**src/mlk_pkg.sv**
```systemverilog
// Shared types, constants and the character code ROM for the Morse LED keyer.
// No dependencies; imported by mlk_core and morse_led_keyer_unit.
package mlk_pkg;

  localparam int unsigned TickCntBits = 16;
  localparam int unsigned DotTicksW   = 16;
  localparam int unsigned StrengthW   = 8;
  // Compare width: wide enough for either operand plus one carry bit.
  localparam int unsigned CmpW = ((TickCntBits > DotTicksW) ? TickCntBits : DotTicksW) + 1;

  localparam logic [DotTicksW-1:0] DotTicksRst = DotTicksW'(150);
  localparam logic [StrengthW-1:0] StrengthRst = StrengthW'(255);

  localparam logic [3:0] UnitsDot      = 4'd1;
  localparam logic [3:0] UnitsDash     = 4'd3;
  localparam logic [3:0] UnitsCharGap  = 4'd3;
  localparam logic [3:0] UnitsEndGap   = 4'd7;
  localparam logic [3:0] UnitsSpaceGap = 4'd14;

  localparam logic [7:0] CharSpace = 8'h20;

  typedef enum logic [0:0] {
    CfgDotTicks = 1'b0,
    CfgStrength = 1'b1
  } cfg_idx_e;

  typedef enum logic [1:0] {
    ModeTick = 2'd0,
    ModeChar = 2'd1,
    ModeEnd  = 2'd2,
    ModeNop  = 2'd3
  } mode_e;

  typedef enum logic [2:0] {
    PhIdle = 3'd0,
    PhPre  = 3'd1,
    PhOn   = 3'd2,
    PhEgap = 3'd3,
    PhEnd  = 3'd4
  } phase_e;

  typedef struct packed {
    logic [1:0] mode;
    logic [7:0] char_code;
  } in_t;

  typedef struct packed {
    logic [7:0] led_level;
    logic       accepted;
    logic       busy_res;
    logic       done_res;
  } out_t;

  // Element pattern: bit 0 keyed first, 1 = dash.
  typedef struct packed {
    logic [4:0] bits;
    logic [2:0] count;
  } code_t;

  function automatic code_t code_lookup(input logic [7:0] c);
    code_t      r;
    logic [7:0] lc;
    lc = c | 8'h20;
    r  = '{bits: 5'b00000, count: 3'd0};
    if ((c >= 8'h41 && c <= 8'h5A) || (c >= 8'h61 && c <= 8'h7A)) begin
      case (lc)
        8'h61: r = '{5'b00010, 3'd2};  // a
        8'h62: r = '{5'b00001, 3'd4};
        8'h63: r = '{5'b00101, 3'd4};
        8'h64: r = '{5'b00001, 3'd3};
        8'h65: r = '{5'b00000, 3'd1};
        8'h66: r = '{5'b00100, 3'd4};
        8'h67: r = '{5'b00011, 3'd3};
        8'h68: r = '{5'b00000, 3'd4};
        8'h69: r = '{5'b00000, 3'd2};
        8'h6A: r = '{5'b01110, 3'd4};
        8'h6B: r = '{5'b00101, 3'd3};
        8'h6C: r = '{5'b00010, 3'd4};
        8'h6D: r = '{5'b00011, 3'd2};
        8'h6E: r = '{5'b00001, 3'd2};
        8'h6F: r = '{5'b00111, 3'd3};
        8'h70: r = '{5'b00110, 3'd4};
        8'h71: r = '{5'b01011, 3'd4};
        8'h72: r = '{5'b00010, 3'd3};
        8'h73: r = '{5'b00000, 3'd3};
        8'h74: r = '{5'b00001, 3'd1};
        8'h75: r = '{5'b00100, 3'd3};
        8'h76: r = '{5'b01000, 3'd4};
        8'h77: r = '{5'b00110, 3'd3};
        8'h78: r = '{5'b01001, 3'd4};
        8'h79: r = '{5'b01101, 3'd4};
        8'h7A: r = '{5'b00011, 3'd4};  // z
        default: r = '{5'b00000, 3'd0};
      endcase
    end else begin
      case (c)
        8'h30: r = '{5'b11111, 3'd5};  // 0
        8'h31: r = '{5'b11110, 3'd5};
        8'h32: r = '{5'b11100, 3'd5};
        8'h33: r = '{5'b11000, 3'd5};
        8'h34: r = '{5'b10000, 3'd5};
        8'h35: r = '{5'b00000, 3'd5};
        8'h36: r = '{5'b00001, 3'd5};
        8'h37: r = '{5'b00011, 3'd5};
        8'h38: r = '{5'b00111, 3'd5};
        8'h39: r = '{5'b01111, 3'd5};  // 9
        default: r = '{5'b00000, 3'd0};
      endcase
    end
    return r;
  endfunction

endpackage

```
**src/morse_led_keyer_unit.sv**
```systemverilog
// Top level of the Morse LED keyer: config registers, input register, result register.
// Depends on mlk_pkg and mlk_core.

// Keys ASCII text as Morse code on an 8-bit LED level. Every input transfer is one
// item: mode 0 is one tick of time, mode 1 offers a character, mode 2 marks end of
// text; each item gives exactly one result transfer (led_level, accepted, busy_res,
// done_res). One time unit is dot_ticks ticks (0 acts as 1); a dot is 1 unit on, a
// dash 3, with 1 unit off between elements, 3 units before each character after the
// first, 14 units for a space and 7 units after end of text, which closes with a
// done pulse. Characters and end marks offered while busy come back with accepted
// low and change nothing. The item is held in the input register and its result then
// in the result register, whose output is the result channel; one item is taken per
// cycle, sustained, while the output is not stalled, since the keyer state update is
// a single pass of logic between the input register and the result register. The
// input stalls only when both registers hold an item and the output is stalled.
// Config writes (index 0 dot_ticks, index 1 strength) take effect at once and are
// meant for idle periods.
module morse_led_keyer_unit import mlk_pkg::*; (
  input  logic                 clk_i,
  input  logic                 rst_ni,
  // input channel
  input  logic                 in_valid_i,
  output logic                 in_stall_o,
  input  in_t                  in_data_i,
  // result channel
  output logic                 out_valid_o,
  input  logic                 out_stall_i,
  output out_t                 out_data_o,
  // config write port
  input  logic                 cfg_we_i,
  input  logic [0:0]           cfg_index_i,
  input  logic [DotTicksW-1:0] cfg_data_i
);

  logic [DotTicksW-1:0] dot_ticks_q;
  logic [StrengthW-1:0] strength_q;

  logic in_vld_q;
  in_t  in_q;
  logic out_vld_q;
  out_t out_q;

  logic step;      // input register hands its item to the keyer
  logic out_free;  // result register can take a new result
  out_t res;

  // Config registers
  always_ff @(posedge clk_i or negedge rst_ni) begin
    if (!rst_ni) begin
      dot_ticks_q <= DotTicksRst;
      strength_q  <= StrengthRst;
    end else if (cfg_we_i) begin
      unique case (cfg_idx_e'(cfg_index_i))
        CfgDotTicks: dot_ticks_q <= cfg_data_i;
        CfgStrength: strength_q  <= cfg_data_i[StrengthW-1:0];
      endcase
    end
  end

  assign out_free   = !out_vld_q || !out_stall_i;
  assign step       = in_vld_q && out_free;
  // Input register empties whenever its item steps, so it refills in the same cycle.
  assign in_stall_o = in_vld_q && !out_free;

  // Input register
  always_ff @(posedge clk_i or negedge rst_ni) begin
    if (!rst_ni) begin
      in_vld_q <= 1'b0;
    end else if (!in_stall_o) begin
      in_vld_q <= in_valid_i;
    end
  end

  always_ff @(posedge clk_i) begin
    if (!in_stall_o && in_valid_i) begin
      in_q <= in_data_i;
    end
  end

  mlk_core u_core (
    .clk_i       (clk_i),
    .rst_ni      (rst_ni),
    .step_i      (step),
    .item_i      (in_q),
    .dot_ticks_i (dot_ticks_q),
    .strength_i  (strength_q),
    .res_o       (res)
  );

  // Result register
  always_ff @(posedge clk_i or negedge rst_ni) begin
    if (!rst_ni) begin
      out_vld_q <= 1'b0;
    end else if (out_free) begin
      out_vld_q <= in_vld_q;
    end
  end

  always_ff @(posedge clk_i) begin
    if (step) begin
      out_q <= res;
    end
  end

  assign out_valid_o = out_vld_q;
  assign out_data_o  = out_q;

endmodule

```
**src/mlk_core.sv**
```systemverilog
// Keyer state and per-item update: phase, element pattern, unit and tick counters.
// Depends on mlk_pkg (types, code ROM).
module mlk_core import mlk_pkg::*; (
  input  logic                 clk_i,
  input  logic                 rst_ni,
  input  logic                 step_i,      // item in the input register moves on
  input  in_t                  item_i,
  input  logic [DotTicksW-1:0] dot_ticks_i,
  input  logic [StrengthW-1:0] strength_i,
  output out_t                 res_o
);

  phase_e                 phase_q, phase_d;
  logic [4:0]             sym_bits_q, sym_bits_d;
  logic [2:0]             sym_left_q, sym_left_d;
  logic [3:0]             units_q, units_d;
  logic [TickCntBits-1:0] tick_q, tick_d;
  logic                   first_q, first_d;

  logic            busy;
  logic            unit_end;
  logic            last_unit;
  logic [CmpW-1:0] tick_inc;
  code_t           code;
  logic [3:0]      char_gap;
  logic [4:0]      shifted;
  logic [2:0]      left_dec;
  mode_e           mode;

  assign mode      = mode_e'(item_i.mode);
  assign busy      = (phase_q != PhIdle);
  assign tick_inc  = CmpW'(tick_q) + CmpW'(1);
  assign unit_end  = (tick_inc >= CmpW'(dot_ticks_i)) || (&tick_q);
  assign last_unit = (units_q <= 4'd1);
  assign code      = code_lookup(item_i.char_code);
  assign shifted   = {1'b0, sym_bits_q[4:1]};
  assign left_dec  = sym_left_q - 3'd1;

  always_comb begin
    if (item_i.char_code == CharSpace) char_gap = UnitsSpaceGap;
    else if (first_q)                  char_gap = 4'd0;
    else                               char_gap = UnitsCharGap;
  end

  // Next state
  always_comb begin
    phase_d    = phase_q;
    sym_bits_d = sym_bits_q;
    sym_left_d = sym_left_q;
    units_d    = units_q;
    tick_d     = tick_q;
    first_d    = first_q;
    unique case (mode)
      ModeTick: begin
        if (busy) begin
          if (!unit_end) begin
            tick_d = tick_inc[TickCntBits-1:0];
          end else begin
            tick_d = '0;
            if (!last_unit) begin
              units_d = units_q - 4'd1;
            end else begin
              units_d = 4'd0;
              case (phase_q)
                PhPre: begin
                  if (sym_left_q != 3'd0) begin
                    phase_d = PhOn;
                    units_d = sym_bits_q[0] ? UnitsDash : UnitsDot;
                  end else begin
                    phase_d = PhIdle;
                  end
                end
                PhOn: begin
                  sym_bits_d = shifted;
                  sym_left_d = left_dec;
                  if (left_dec != 3'd0) begin
                    phase_d = PhEgap;
                    units_d = UnitsDot;
                  end else begin
                    phase_d = PhIdle;
                  end
                end
                PhEgap: begin
                  phase_d = PhOn;
                  units_d = sym_bits_q[0] ? UnitsDash : UnitsDot;
                end
                default: phase_d = PhIdle;  // end gap finished
              endcase
            end
          end
        end
      end
      ModeChar: begin
        if (!busy) begin
          sym_bits_d = code.bits;
          sym_left_d = code.count;
          first_d    = 1'b0;
          tick_d     = '0;
          if (char_gap != 4'd0) begin
            phase_d = PhPre;
            units_d = char_gap;
          end else if (code.count != 3'd0) begin
            phase_d = PhOn;
            units_d = code.bits[0] ? UnitsDash : UnitsDot;
          end else begin
            phase_d = PhIdle;
            tick_d  = tick_q;
          end
        end
      end
      ModeEnd: begin
        if (!busy) begin
          sym_bits_d = '0;
          sym_left_d = '0;
          first_d    = 1'b1;
          phase_d    = PhEnd;
          units_d    = UnitsEndGap;
          tick_d     = '0;
        end
      end
      ModeNop: ;
    endcase
  end

  // Result for this item: LED level and busy from the updated state, the rest from the current state
  always_comb begin
    res_o.led_level = (phase_d == PhOn) ? strength_i : '0;
    res_o.accepted  = !busy && (mode == ModeChar || mode == ModeEnd);
    res_o.busy_res  = (phase_d != PhIdle);
    res_o.done_res  = (mode == ModeTick) && (phase_q == PhEnd) && unit_end && last_unit;
  end

  always_ff @(posedge clk_i or negedge rst_ni) begin
    if (!rst_ni) begin
      phase_q    <= PhIdle;
      sym_bits_q <= '0;
      sym_left_q <= '0;
      units_q    <= '0;
      tick_q     <= '0;
      first_q    <= 1'b1;
    end else if (step_i) begin
      phase_q    <= phase_d;
      sym_bits_q <= sym_bits_d;
      sym_left_q <= sym_left_d;
      units_q    <= units_d;
      tick_q     <= tick_d;
      first_q    <= first_d;
    end
  end

endmodule
```
**config.mk**
```make
export PLATFORM = sky130hd
export DESIGN_NAME = morse_led_keyer_unit
export DESIGN_NICKNAME = d
export VERILOG_FILES = /design/src/mlk_pkg.sv /design/src/morse_led_keyer_unit.sv /design/src/mlk_core.sv
export SDC_FILE = /design/constraint.sdc
export NUM_CORES = 1
export LEC_CHECK = 0
export BUFFER_PORTS_ARGS = -buffer_cell sky130_fd_sc_hd__buf_2
export CAP_MARGIN = 20
export CORE_MARGIN = 5
export CORE_UTILIZATION = 50
export DETAILED_ROUTE_END_ITERATION = 6
export GPL_ROUTABILITY_DRIVEN = 0
export PLACE_DENSITY = 0.69
export SKIP_LAST_GASP = 1
export SLEW_MARGIN = 20
export SYNTH_ARGS = -nofsm -noshare
export SYNTH_HDL_FRONTEND = slang
export SYNTH_SLANG_ARGS = --single-unit
```
**constraint.sdc**
```tcl
create_clock -name clk_i -period 9.4 [get_ports clk_i]
set_input_delay 0.94 -clock clk_i [delete_from_list [all_inputs] [get_ports clk_i]]
set_output_delay 0.94 -clock clk_i [all_outputs]
set_load 0.05 [all_outputs]
```
==> metrics.cfg <==
[setup_path]
arrival_ps=4590
r2r_end=out_data_o[1]
crit_family=simple AND/OR/NAND/NOR gates
cp.buffers_inverters=0
crit_path_max_fanout=10
crit_path_start=u_core.tick_q[2]
r2r_start=u_core.tick_q[2]
required_ps=9520
crit_type=reg -> reg
crit_chain=and4_1 > and4_1 > and2_1 > nand4_1 > xnor2_1 > ha_1 > nand4_1 > or2_2 > o311ai_0 > o21ai_0 > mux2_2 > or3b_1
critPathMaxStageDelay_ps=780
r2r_cells=12
rrSetupSlack_ps=4930
worstSetupStartpointType=flop
crit_path_top_delay_cell=o311ai_0
worstSetupEndpointType=flop

[synthesis]
synth_top_cell_area_share=0.218
synth-seq-cells=86
synth_top_cell_by_area=dfrtp_1
netlist_area_sq_um=5170
synth-seq-area-share=0.433
synthArstFlopShare=0.674
synth-edff-count=21
synth_warnings=0
yosys.cell_types.count=61
syn_nets=618
avgSynthCellArea_sq_um=9.36
netlist_instances=553
ys_top_cells_by_area=dfrtp_1, edfxtp_1, ha_1, dfstp_2, nand2_1
synthFlopType=dfrtp_1

[timing]
finalSetupViolations=0
fmax_mhz=224
drv_slew=0
finalHoldViolCount=0
post-route-period-util=0.476
whs_ps=479
rsz0062_at_grt=no
relSlewSlack=0.388
clock_skew_ps=22.3
setup-tns-final_ps=0
fin_crit_ps=4470
worstMarginPinSlew_ps=913

[worst_hold_path]
min_delay_path_depth=1
worstHoldStart=in_vld_q
min_path_type=reg -> reg
whs_endpoint=out_valid_o

[pwr]
leakagePower_nw=2.50
p_total_w=0.00106
vdd_drop_max_uv=102
power_density_nw_per_um2=188

[clock_tree]
cts.path.max_buffers=2
clock_insertion_delay_worst_skew_ps=360
post_cts_buffers=0
cts_htree_levels=3
cts_hold_buf=0
cts_buffers=9
cts_repair_resize_count=0
tritoncts=built
clkTransAtPathRegs_ps=90
cts.sinks=86
cts_root_buf=clkbuf_8

[detailed_routing]
ant_nets=0
vias_per_cell=5.68
wirelength_um=11200
remaining_drc_errors=0
drt_iter0_drc=237
first_pass_iters=5
wire_per_inst_um=15.4
routed-via-count=4135

[job]
drv_cap=0

[global_routing]
grt_max_degree=59
grtUsageTotal=0.184
gr-total-overflow=0
grt_pass1_wl_um=19000
first_global_vias=4067
antenna_found_initial=0

[finish]
drive_gt1_frac=0.169
final_cell_mix=nand2_1, dfrtp_1, buf_2
nNetsFinal=652
n_antenna_cell=0
fillers=927
area_delta_synth_final_pct=9.31
mostFrequentLayoutCell=nand2_1

[floorplanning]
pin_count=45
fp-row-count=37
dieHeight_um=112
die_area_sq_um=12500
initial_utilization=0.506
core_area_sq_um=10200
die_w_um=112

[run_status]
status=completed

[placement]
place_hpwl_um=8380
io_buffers=44

## per-layer routing
metal / global-route usage / part of all wire / wire (um)
met2: 0.307 / 0.48 / 5350
met4: 0.0819 / 0.029 / 325
met3: 0.0315 / 0.049 / 553
met5: 0 / 0 / 0
met1: 0.236 / 0.44 / 4990
## cells in the mapped netlist (3+ instances only)
library cell	number
nand2_1	76
dfrtp_1	45
inv_1	40
o21ai_0	37
ha_1	33
a21oi_1	29
nor2_1	28
edfxtp_1	21
nand2b_1	21
nand3_1	20
clkbuf_1	19
mux2_2	16
dfstp_2	13
xnor2_1	13
nor3_1	9
nor4b_1	9
o22ai_1	9
dfxtp_1	7
nand4_1	7
mux2i_1	6
a211oi_1	5
a21o_1	5
a31oi_1	5
and2_1	5
or3_1	5
a22oi_1	4
a311oi_1	4
and4_1	4
buf_6	4
nor2b_1	4
xor2_1	4
a21oi_2	3
and3_1	3
o211ai_1	3
o21a_1	3
o21bai_1	3
o221ai_1	3
## worst max path at each step
| stage | endpoint | slack [ps] | cells after the start |
|---|---|---|---|
| final | out_data_o[1] | 4930 | 12 |
| after detailed placement | out_data_o[1] | 4900 | 12 |
| after floorplan | out_data_o[1] | 5470 | 13 |
| after CTS | out_data_o[1] | 4930 | 12 |
| after global routing | out_data_o[1] | 4640 | 12 |
| after global placement | out_data_o[1] | 5060 | 12 |
## final cells by class
class | instances | area [sq um] | share of cell area
inverters | 41 | 154 | 0.0272
multi-input cells | 403 | 2670 | 0.473
flip-flops and latches | 86 | 2240 | 0.396
repair buffers | 46 | 235 | 0.0416
well taps | 136 | 170 | 0.0301
clock inverters | 4 | 28.8 | 0.00509
clock buffers | 12 | 156 | 0.0277
## cell families (layout without fill, tap and decap cells)
family,count (synthesis),after routing,share of synthesized area
flops,86,86,0.433
simple gates,202,202,0.198
xor+xnor,17,17,0.0288
buf+inv,64,103,0.0522
fa+ha+maj,33,33,0.0798
compound gates,128,128,0.158
mux,23,23,0.0508
## through the flow
step / cell area [sq um] / instances / worst slack (ps) / utilization
floorplan: 5170 / 553 / 5470 / -
global placement: 5470 / 712 / 5060 / 0.534
detailed placement: 5470 / 712 / 4900 / 0.534
CTS: 5650 / 728 / 4930 / 0.552
global route: 5660 / 728 / 4640 / 0.553
finish: 5660 / 728 / 4930 / 0.553
## power by group
part	internal (W)	switching, W
clock network	0.000113	0.000132
logic	0.000128	0.000192
registers	0.000449	0.0000470
## sequential cells by signal, summed over array words and instances, names as in the netlist, named ones only
name,count
dot_ticks_q,16
in_q,10
in_vld_q,1
out_data_o,11
out_valid_o,1
strength_q,8
u_core.first_q,1
u_core.phase_q,3
u_core.sym_bits_q,5
u_core.sym_left_q,3
u_core.tick_q,16
u_core.units_q,4
Power figures use the tool's default switching activity.
